File: config.mk
export PLATFORM = sky130hd
export DESIGN_NAME = cycle_timer_divider_scanline
export DESIGN_NICKNAME = d
export VERILOG_FILES = /design/src/hdl/ctds_pkg.sv /design/src/hdl/ctds_tick.sv /design/src/hdl/ctds_timer.sv /design/src/hdl/cycle_timer_divider_scanline.sv
export SDC_FILE = /design/constraint.sdc
export NUM_CORES = 1
export LEC_CHECK = 0
export ABC_AREA = 1
export BUFFER_PORTS_ARGS = -buffer_cell sky130_fd_sc_hd__buf_2
export CAP_MARGIN = 20
export CORE_AREA = 2 2 202 204
export DETAILED_ROUTE_END_ITERATION = 10
export DIE_AREA = 0 0 204 206
export PLACE_DENSITY = 0.8
export SYNTH_ARGS = -nofsm -noshare
export SYNTH_HDL_FRONTEND = slang
export SYNTH_SLANG_ARGS = --single-unit
File: constraint.sdc
create_clock -name clock -period 11 [get_ports clock]
set_clock_uncertainty 0.2 [all_clocks]
set_input_delay 1.1 -clock clock [delete_from_list [all_inputs] [get_ports clock]]
set_output_delay 1.1 -clock clock [all_outputs]
set_load 0.01 [all_outputs]
File: src/hdl/ctds_pkg.sv
// ----------------------------------------------------------------------------
// ctds_pkg
// Shared types, constants and helpers of the cycle timer, divider and
// scanline block.
// ----------------------------------------------------------------------------
`default_nettype none

package ctds_pkg;

   localparam int DEFICIT_W   = 64;
   localparam int TICK_W      = 18;
   localparam int TOTAL_W     = 10;
   localparam int TPERIOD_W   = 11;
   localparam int CSR_INDEX_W = 2;
   localparam int CSR_DATA_W  = 8;

   localparam logic [7:0] LINE_LAST   = 8'h98;
   localparam logic [7:0] LINE_VBLANK = 8'h90;

   localparam int TCTRL_ENABLE = 2;

   typedef enum logic [CSR_INDEX_W-1:0] {
      CSR_TIMER_CONTROL = 2'd0,
      CSR_TIMER_RELOAD  = 2'd1
   } csr_index_type;

   typedef enum logic [1:0] {
      RATE_1024 = 2'd0,
      RATE_16   = 2'd1,
      RATE_64   = 2'd2,
      RATE_256  = 2'd3
   } rate_sel_type;

   function automatic logic [TPERIOD_W-1:0] rate_period(input rate_sel_type sel);
      logic [TPERIOD_W-1:0] p;
      unique case (sel)
         RATE_1024: p = 11'd1024;
         RATE_16:   p = 11'd16;
         RATE_64:   p = 11'd64;
         RATE_256:  p = 11'd256;
         default:   p = 11'd1024;
      endcase
      return p;
   endfunction

   function automatic logic [TOTAL_W-1:0] rate_mask(input rate_sel_type sel);
      logic [TPERIOD_W-1:0] p;
      p = rate_period(sel) - 11'd1;
      return p[TOTAL_W-1:0];
   endfunction

endpackage

`default_nettype wire

File: src/hdl/ctds_tick.sv
// ----------------------------------------------------------------------------
// ctds_tick
// Fixed-period tick source: keeps the cycles not yet turned into ticks and
// grants at most one tick per step.
// ----------------------------------------------------------------------------
`default_nettype none

module ctds_tick #(
   parameter int unsigned PERIOD = 256
) (
   input  wire logic       clock,
   input  wire logic       reset,
   input  wire logic       step,
   input  wire logic [7:0] cycles,
   output logic            tick
);

   localparam int W  = ctds_pkg::TICK_W;
   localparam int DW = ctds_pkg::DEFICIT_W;
   localparam logic signed [W-1:0] PER = W'(PERIOD);

   logic [DW-1:0]       deficit_ff;
   logic [DW-1:0]       deficit_in;
   logic signed [W-1:0] diff;
   logic signed [W-1:0] delta;

   always_comb begin
      diff  = PER - signed'(W'(cycles));
      tick  = (diff <= 0) || (|deficit_ff[DW-1:W-1])
              || (deficit_ff[W-2:0] >= diff[W-2:0]);
      delta = signed'(W'(cycles)) - (tick ? PER : W'(0));
      deficit_in = deficit_ff;
      if (step) begin
         deficit_in = deficit_ff + {{(DW-W){delta[W-1]}}, delta};
      end
   end

   always_ff @(posedge clock) begin
      if (reset) begin
         deficit_ff <= '0;
      end else begin
         deficit_ff <= deficit_in;
      end
   end

endmodule

`default_nettype wire

File: src/hdl/ctds_timer.sv
// ----------------------------------------------------------------------------
// ctds_timer
// Reloadable 8-bit timer with selectable period, resync on a period change,
// enable gating and overflow interrupt.
// ----------------------------------------------------------------------------
`default_nettype none

module ctds_timer (
   input  wire logic       clock,
   input  wire logic       reset,
   input  wire logic       step,
   input  wire logic [7:0] cycles,
   input  wire logic [2:0] control,
   input  wire logic [7:0] reload,
   output logic [7:0]      count,
   output logic            irq
);

   localparam int DW = ctds_pkg::DEFICIT_W;
   localparam int TW = ctds_pkg::TOTAL_W;
   localparam int PW = ctds_pkg::TPERIOD_W;

   ctds_pkg::rate_sel_type sel;
   ctds_pkg::rate_sel_type last_sel_ff, last_sel_in;
   logic [TW-1:0]          total_ff, total_in;
   logic [DW-1:0]          deficit_ff, deficit_in;
   logic [7:0]             count_ff, count_in;
   logic [PW-1:0]          period;
   logic signed [PW:0]     diff;
   logic signed [PW:0]     delta;
   logic                   resync;
   logic                   tick;
   logic                   enable;

   always_comb begin
      sel     = ctds_pkg::rate_sel_type'(control[1:0]);
      enable  = control[ctds_pkg::TCTRL_ENABLE];
      period  = ctds_pkg::rate_period(sel);
      resync  = (sel != last_sel_ff);
      total_in = total_ff;
      last_sel_in = last_sel_ff;
      deficit_in  = deficit_ff;
      count_in    = count_ff;
      irq         = 1'b0;

      diff  = signed'((PW+1)'(period)) - signed'((PW+1)'(cycles));
      tick  = !resync && ((diff <= 0) || (|deficit_ff[DW-1:PW])
              || (deficit_ff[PW-1:0] >= diff[PW-1:0]));
      delta = signed'((PW+1)'(cycles)) - (tick ? signed'((PW+1)'(period)) : (PW+1)'(0));

      if (step) begin
         total_in    = total_ff + TW'(cycles);
         last_sel_in = sel;
         if (resync) begin
            deficit_in = DW'(total_in & ctds_pkg::rate_mask(sel));
         end else begin
            deficit_in = deficit_ff + {{(DW-PW-1){delta[PW]}}, delta};
         end
         if (tick && enable) begin
            count_in = count_ff + 8'd1;
            if (count_ff == 8'hFF) begin
               count_in = reload;
               irq      = 1'b1;
            end
         end
      end
   end

   always_ff @(posedge clock) begin
      if (reset) begin
         total_ff    <= '0;
         deficit_ff  <= '0;
         count_ff    <= '0;
         last_sel_ff <= ctds_pkg::RATE_1024;
      end else begin
         total_ff    <= total_in;
         deficit_ff  <= deficit_in;
         count_ff    <= count_in;
         last_sel_ff <= last_sel_in;
      end
   end

   assign count = count_ff;

   a_hold_when_idle: assert property (@(posedge clock) disable iff (reset)
      !step |=> $stable(count_ff) && $stable(deficit_ff))
      else $error("timer state moved without a step");

   a_irq_reload: assert property (@(posedge clock) disable iff (reset)
      step && irq |=> count_ff == $past(reload))
      else $error("overflow did not load the reload value");

   a_resync_small: assert property (@(posedge clock) disable iff (reset)
      step && resync |=> deficit_ff < DW'(1024))
      else $error("resync left a residue beyond one period");

endmodule

`default_nettype wire

File: src/hdl/cycle_timer_divider_scanline.sv
// ----------------------------------------------------------------------------
// cycle_timer_divider_scanline
// Cycle-driven divider, scanline counter and reloadable interval timer.
//
// Requests carry the clock cycles elapsed since the previous request. Each
// request yields one response with the divider, scanline and timer values,
// the timer and vblank interrupt flags and the frame count after it.
// A request lands in an input register; when it advances, all counters and
// the response register update together. One request per cycle is
// sustained while rsp_ready stays high; each counter advances by at most
// one tick per request and catches up later. The csr_ channel writes
// timer_control (index 0) and timer_reload (index 1); it is always ready.
// It is to be written only while the block is idle; the block itself does
// not enforce this. Reset clears all counters, both registers and the
// period select (1024). When rsp_ready is low the response holds, the
// input register fills, and req_ready drops until the response is taken.
// ----------------------------------------------------------------------------
`default_nettype none

module cycle_timer_divider_scanline #(
   parameter int unsigned DIV_PERIOD  = 256,
   parameter int unsigned LINE_PERIOD = 456
) (
   input  wire logic                               clock,
   input  wire logic                               reset,
   input  wire logic                               req_valid,
   output logic                                    req_ready,
   input  wire logic [7:0]                         req_cycles_elapsed,
   output logic                                    rsp_valid,
   input  wire logic                               rsp_ready,
   output logic [7:0]                              rsp_divider_value,
   output logic [7:0]                              rsp_line_value,
   output logic [7:0]                              rsp_timer_value,
   output logic                                    rsp_timer_interrupt,
   output logic                                    rsp_vblank_interrupt,
   output logic [31:0]                             rsp_frame_count,
   input  wire logic                               csr_valid,
   output logic                                    csr_ready,
   input  wire logic [ctds_pkg::CSR_INDEX_W-1:0]   csr_index,
   input  wire logic [ctds_pkg::CSR_DATA_W-1:0]    csr_write_data
);

   logic        in_valid_ff, in_valid_in;
   logic [7:0]  in_cycles_ff, in_cycles_in;
   logic        rsp_valid_ff, rsp_valid_in;
   logic [2:0]  timer_control_ff, timer_control_in;
   logic [7:0]  timer_reload_ff, timer_reload_in;
   logic [7:0]  div_count_ff, div_count_in;
   logic [7:0]  line_count_ff, line_count_in;
   logic [31:0] frames_ff, frames_in;
   logic        tint_ff, tint_in;
   logic        vint_ff, vint_in;
   logic [7:0]  line_next;
   logic        advance;
   logic        div_tick;
   logic        line_tick;
   logic        timer_irq;
   logic [7:0]  timer_count;

   ctds_tick #(.PERIOD(DIV_PERIOD)) u_div_tick (
      .clock  (clock),
      .reset  (reset),
      .step   (advance),
      .cycles (in_cycles_ff),
      .tick   (div_tick)
   );

   ctds_tick #(.PERIOD(LINE_PERIOD)) u_line_tick (
      .clock  (clock),
      .reset  (reset),
      .step   (advance),
      .cycles (in_cycles_ff),
      .tick   (line_tick)
   );

   ctds_timer u_timer (
      .clock   (clock),
      .reset   (reset),
      .step    (advance),
      .cycles  (in_cycles_ff),
      .control (timer_control_ff),
      .reload  (timer_reload_ff),
      .count   (timer_count),
      .irq     (timer_irq)
   );

   assign advance   = in_valid_ff && (!rsp_valid_ff || rsp_ready);
   assign req_ready = !in_valid_ff || advance;
   assign csr_ready = 1'b1;

   always_comb begin
      in_valid_in  = in_valid_ff;
      in_cycles_in = in_cycles_ff;
      if (req_valid && req_ready) begin
         in_valid_in  = 1'b1;
         in_cycles_in = req_cycles_elapsed;
      end else if (advance) begin
         in_valid_in = 1'b0;
      end

      rsp_valid_in = rsp_valid_ff;
      if (advance) begin
         rsp_valid_in = 1'b1;
      end else if (rsp_ready) begin
         rsp_valid_in = 1'b0;
      end

      timer_control_in = timer_control_ff;
      timer_reload_in  = timer_reload_ff;
      if (csr_valid && csr_ready) begin
         unique case (csr_index)
            ctds_pkg::CSR_TIMER_CONTROL: timer_control_in = csr_write_data[2:0];
            ctds_pkg::CSR_TIMER_RELOAD:  timer_reload_in  = csr_write_data;
            default: ;
         endcase
      end

      line_next     = (line_count_ff == ctds_pkg::LINE_LAST) ? 8'd0 : line_count_ff + 8'd1;
      div_count_in  = div_count_ff;
      line_count_in = line_count_ff;
      frames_in     = frames_ff;
      tint_in       = tint_ff;
      vint_in       = vint_ff;
      if (advance) begin
         tint_in = timer_irq;
         vint_in = 1'b0;
         if (div_tick) begin
            div_count_in = div_count_ff + 8'd1;
         end
         if (line_tick) begin
            line_count_in = line_next;
            if (line_next == ctds_pkg::LINE_VBLANK) begin
               vint_in   = 1'b1;
               frames_in = frames_ff + 32'd1;
            end
         end
      end
   end

   always_ff @(posedge clock) begin
      if (reset) begin
         in_valid_ff      <= 1'b0;
         rsp_valid_ff     <= 1'b0;
         timer_control_ff <= '0;
         timer_reload_ff  <= '0;
         div_count_ff     <= '0;
         line_count_ff    <= '0;
         frames_ff        <= '0;
         tint_ff          <= 1'b0;
         vint_ff          <= 1'b0;
      end else begin
         in_valid_ff      <= in_valid_in;
         rsp_valid_ff     <= rsp_valid_in;
         timer_control_ff <= timer_control_in;
         timer_reload_ff  <= timer_reload_in;
         div_count_ff     <= div_count_in;
         line_count_ff    <= line_count_in;
         frames_ff        <= frames_in;
         tint_ff          <= tint_in;
         vint_ff          <= vint_in;
      end
   end

   always_ff @(posedge clock) begin
      in_cycles_ff <= in_cycles_in;
   end

   assign rsp_valid            = rsp_valid_ff;
   assign rsp_divider_value    = div_count_ff;
   assign rsp_line_value       = line_count_ff;
   assign rsp_timer_value      = timer_count;
   assign rsp_timer_interrupt  = tint_ff;
   assign rsp_vblank_interrupt = vint_ff;
   assign rsp_frame_count      = frames_ff;

   a_line_range: assert property (@(posedge clock) disable iff (reset)
      line_count_ff <= ctds_pkg::LINE_LAST)
      else $error("scanline counter out of range");

   a_vblank_line: assert property (@(posedge clock) disable iff (reset)
      vint_ff |-> line_count_ff == ctds_pkg::LINE_VBLANK)
      else $error("vblank flag without vblank line");

   a_frame_step: assert property (@(posedge clock) disable iff (reset)
      advance |=> frames_ff == $past(frames_ff) + 32'(vint_ff))
      else $error("frame count out of step with vblank");

   a_no_advance_full: assert property (@(posedge clock) disable iff (reset)
      rsp_valid_ff && !rsp_ready |-> !advance)
      else $error("counters advanced over a held response");

endmodule

`default_nettype wire

# Yosys cells after proc, flatten, opt, wreduce, memory -nomap -nowiden
# Cells that the tools add are included.
# word_totals
n_memories	0
regBits	283
ram_bits	0
mem_bits_ro	0
latchBits	0
out_inout_bits	61
# classes
add_sub_neg	15
n_shift	0
n_lt_le_gt_ge	6
n_eq_ne	8
reduce_logical	28
mul	0
bitwise_logic	1
n_mux	17
div	0
# op_table
operator	n
adder 64 bit	3
OR reduction 47 bit	2
2-to-1 mux 64 bit	1
OR reduction 53 bit	1
one-hot mux 11 bit (4 select lines)	1
subtractor 9 x 18 -> 18 bit	2
greater-or-equal comparator 17 bit	2
adder 32 x 1 -> 32 bit, second input constant	1
adder 8 x 1 -> 8 bit, second input constant	3
equality test 8 bit, second input constant	3
less-or-equal comparator 10 x 1 -> 1 bit, second input constant	2
2-to-1 mux 10 bit	2
subtractor 9 x 8 -> 10 bit, first input constant	2
2-to-1 mux 9 bit	2
2-to-1 mux 8 bit	2
less-or-equal comparator 12 x 1 -> 1 bit, second input constant	1
subtractor 11 x 8 -> 12 bit	1
subtractor 9 x 12 -> 12 bit	1
greater-or-equal comparator 11 bit	1
2-to-1 mux 11 bit	1
adder 10 x 8 -> 10 bit	1
bitwise AND 10 bit	1
AND reduction 2 bit	5
subtractor 10 x 1 -> 10 bit, second input constant	1
10 further kinds	33

# Longest topological paths before layout
# logic_depth
word_depth	11
depth_mapped	40
depth_no_buf	40

# Modules after synthesis
# A second synthesis with hierarchy kept.
# unflattened
hier_cells	5437
area_unflattened_um2	30451.7
# by_module_without_submodules
module	cells_each	n_inst	area_each_um2
ctds_tick (u_line_tick)	1749	1	9128.8
ctds_timer	1443	1	8853.5
ctds_tick (u_div_tick)	1650	1	8582.0
cycle_timer_divider_scanline	595	1	3887.5

# Worst setup path after synthesis
# OpenSTA, ideal clock, no wires.
# synth_path
path_type	reg-to-reg
from	register in_cycles_ff[1]
to	register u_line_tick.deficit_ff[36]
t_arrival_ns	7.099
setup_slack_ns	3.584
synth_period_minus_slack_ns	7.416
t_required_ns	10.684
path_buffers	0
path_stages_with_launch	31
setup_time_ns	0.116
path_cell_list	edfxtp_1 -> inv_1 -> ha_1 -> nand2_2 -> nand2_1 -> nand3_1 -> xor2_1 -> ha_1 -> nand2_1 -> inv_1 -> a221o_1 -> a21oi_1 -> nand3_1 -> a21o_1 -> inv_1 -> ha_1 -> a21oi_1 -> inv_1 -> a21oi_1 -> ha_1 -> a21oi_1 -> o21ai_0 -> a21oi_1 -> o21ai_0 -> a21oi_1 -> o21ai_0 -> a21o_1 -> a21oi_1 -> o21ai_0 -> o211ai_1 -> inv_1
# synth_between
elab_chain_len	7
word_cells_on_any_way	8
classes_between	add/sub: 3; order compare: 2; mux: 1; reduce/logical: 2
# synth_lines
item	line_no	source
from (decl)	cycle_timer_divider_scanline.sv:44	logic [7:0] in_cycles_ff, in_cycles_in;
from (signal assigned)	cycle_timer_divider_scanline.sv:165	in_cycles_ff <= in_cycles_in;
branches (longest 5 deep; another with greater-or-equal comparator 17 bit)	--	
subtractor 9 x 18 -> 18 bit (*)	ctds_tick.sv:31	delta = signed'(W'(cycles)) - (tick ? PER : W'(0));
adder 64 bit (*)	ctds_tick.sv:34	deficit_in = deficit_ff + {{(DW-W){delta[W-1]}}, delta};
to (signal assigned)	ctds_tick.sv:42	deficit_ff <= deficit_in;
to (decl)	ctds_tick.sv:22	logic [DW-1:0] deficit_ff;
# Every way passes the cells marked *.
# A chain may end at the register's enable or synchronous reset.

# Worst setup path in the final report
# layout_path
from	register in_cycles_ff[6]
to	register u_timer.deficit_ff[48]
# layout_between
elab_chain_len	9
word_cells_on_any_way	10
classes_between	add/sub: 3; order compare: 2; mux: 2; reduce/logical: 3
# layout_lines
item	line_no	source
subtractor 11 x 8 -> 12 bit	ctds_timer.sv:46	diff = signed'((PW+1)'(period)) - signed'((PW+1)'(cycles));
less-or-equal comparator 12 x 1 -> 1 bit	ctds_timer.sv:47	tick = !resync && ((diff <= 0) || (|deficit_ff[DW-1:PW])
logical OR 1 bit	ctds_timer.sv:47	
logical OR 1 bit	ctds_timer.sv:48	|| (deficit_ff[PW-1:0] >= diff[PW-1:0]));
logical AND 1 bit	ctds_timer.sv:47	
2-to-1 mux 11 bit	ctds_timer.sv:49	delta = signed'((PW+1)'(cycles)) - (tick ? signed'((PW+1)'(period)) : (PW+1)'(0));
subtractor 9 x 12 -> 12 bit (*)	ctds_timer.sv:49	
adder 64 bit (*)	ctds_timer.sv:57	deficit_in = deficit_ff + {{(DW-PW-1){delta[PW]}}, delta};
2-to-1 mux 64 bit (*)	ctds_timer.sv:54	if (resync) begin
to (signal assigned)	ctds_timer.sv:77	deficit_ff <= deficit_in;
to (decl)	ctds_timer.sv:26	logic [DW-1:0] deficit_ff, deficit_in;
# Every way passes the cells marked *; elsewhere a longest branch is shown, timed or not.

==> qor.yml <==
status: "finished, final reports clean"
whs_ns: 0.2613
clk_latency_ns: 0.56
grt.overflow.total: 0
crit_path_start: "in_cycles_ff[6]"
synth_edf_count: 8
required_ns: 11.27
yosysSeqAreaShare: 0.2237
synth_ff_type: "dfxtp_1"
drtPass1Iterations: 6
rsz0062_at_grt: "false"
diodes: 0
min_period_ns: 6.944
drv_slew: 0
clock-root-buffer: "clkbuf_16"
cp_top_family: "simple AND/OR/NAND/NOR gates"
path_clk_slew_ns: 0.06
critPathMaxStageDelay_ns: 0.68
wl_mm: 76.18
tightestPinTransition_ns: 0.9934
ctsHoldBuffers: 0
design_area_mm2: 0.02776
antenna_found_initial: 1
ir_worst_vdd_mv: 0.1489
worstSetupEndpointType: "flip-flop"
syn_area_mm2: 0.02568
cap_violations: 0
path_max_fanout: 53
yosysTopAreaCell: "dfxtp_1"
setup_viol: 0
worst_setup_path_start_kind: "flip-flop"
yosys-top-cells-area: "dfxtp_1, ha_1, nand2_1"
drtIter0Drc: 2513
cts_resized: 0
dp.cells: 4597
num_io_pins: 84
p_leak_nw: 13.95
synth_fp_nets: 4334
fmax_mhz: 144.0
post_cts_buffers: 0
worst-path-buf-inv: 4
vias: 27240
nets: 4377
crit_type: "reg -> reg"
place_congestion: 1.010
cp_slowest_cell: "edfxtp_1"
die_x_um: 204
synth_top_cell_area_share: 0.2144
ff2ff_setup_slack_ns: 4.06
rows: 74
vias_per_cell: 5.842
ys_warn_count: 0
hold_viol_final: 0
reg2reg_from: "in_cycles_ff[6]"
clockBufferDepth: 3
grt_max_degree: 120
synthCells: 4060
synthArstFlopShare: 0
slew_headroom: 0.3378
utilization: 0.6909
final_common_cell: "nand2_1"
drc: 0
syn_to_final_growth_pct: 8.113
hp-class: "reg -> reg"
cts_tree: "built"
track_usage: 0.3556
mostFrequentLayoutCells: "nand2_1, nor2_1, inv_1"
core_mm2: 0.04018
grt_pass1_wl_mm: 123.4
wl_per_cell_um: 16.34
avgSynthCellArea_um2: 6.325
fp.dieH_um: 206
cts_buffers: 36
h-tree-depth: 2
synth_seq_cells: 283
finalNonFillerCells: 4662
die-area_mm2: 0.04202
port_buffers: 82
totalNegativeSetupSlack_ns: 0
period_share: 0.6313
yosysUniqueCellTypes: 61
place_area_mm2: 0.02650
antenna_left: 0
powerDensity_mw_per_mm2: 158.4
drive_above_1_share: 0.05230
arrival_ns: 7.22
initial_core_util: 0.6391
place_hpwl_mm: 57.79
grt_pass1_vias: 24930
hold_start: "rsp_timer_interrupt"
cts_num_sinks: 283
## area by class of cell
class                           instances  area [um^2]
Sequential cell                       283         5746
Inverter                              583         2201
Multi-Input combinational cell       3107        17400
Fill cell                            3864        12420
Tap cell                              532        665.6
Timing Repair Buffer                   92        491.7
Clock buffer                           51         1090
Clock inverter                         14        170.2
## worst min-delay path: stages (launching register included)
cell and delay (ns):
dfxtp_1 0.30, nand2_1 0.06, a21oi_1 0.05
## per-stage QoR
step	power (mW)	setup WS (ns)
3_3_place_gp	3.082	4.381
5_1_grt	4.687	3.420
2_1_floorplan	2.609	3.584
6_report	4.399	4.056
4_1_cts	4.359	4.180
3_5_place_dp	3.093	4.220
## state kept, by name (all words and copies together) (netlist names), 2 cells and up
register                flops
u_div_tick.deficit_ff      64
timer_reload_ff             8
u_timer.total_ff           10
rsp_divider_value           8
u_timer.last_sel_ff         2
u_timer.count               8
rsp_line_value              8
timer_control_ff            3
u_line_tick.deficit_ff     64
u_timer.deficit_ff         64
in_cycles_ff                8
rsp_frame_count            32
## routing by layer
metal  wire, um  track usage  vias to the layer above  share of wire
li1           -            -                    13720              -
met1      35600       0.4961                    12410           0.47
met2      33380       0.5752                      963           0.44
met3       5283      0.04115                      145          0.069
met4       1925       0.1082                        0          0.025
met5          0            0                        -              0
## synth_stat cells (3+ instances only)
library cell  number
clkbuf_1          70
nand2_2            6
nor3_1            51
o221ai_1           8
o21ai_0          367
edfxtp_1           8
a221o_1            3
nand3b_1           6
o2111ai_1          3
nand3_1          161
nand4_1           40
or2_2             13
xor2_1           111
a21boi_0          45
a21o_1            38
nor3b_1            4
o21ai_1           13
ha_1             247
buf_4              5
a21oi_2            6
a211oi_1           5
o21ai_2            5
nor4_1            52
a21oi_1          456
dfxtp_1          275
nor2_1           580
nand2_1          664
nor3_2             3
a221oi_1           4
buf_1              6
o21a_1            20
and3_1             4
xnor2_1           44
nand3_2            5
o21bai_1          20
inv_1            571
o211ai_1          36
inv_2              8
fa_1               4
buf_2              4
a31oi_1           61
## power breakdown
group	switching, mW	internal [mW]	total (mW)
sequential	0.0758	1.11	1.19
clock	0.488	0.764	1.25
combinational	1.32	0.639	1.96
## kinds of logic after synthesis
group	share of synthesized area
AO/OA/AOI/OAI	0.2393
AND/OR/NAND/NOR	0.2607
buffers and inverters	0.09974
adder cells (fa/ha/maj)	0.1235
other	0.0001460
flip-flops	0.2237
XOR/XNOR	0.05286
## worst paths after layout
| kind | end | depth (start not counted) |
|---|---|---|
| setup / recovery | u_timer.deficit_ff[48] | 34 |
| hold / removal | rsp_timer_interrupt | 2 |
| setup reg to reg | u_timer.deficit_ff[48] | 34 |
| hold reg to reg | rsp_timer_interrupt | 2 |
Note: power is estimated with default switching activity, not from simulation.
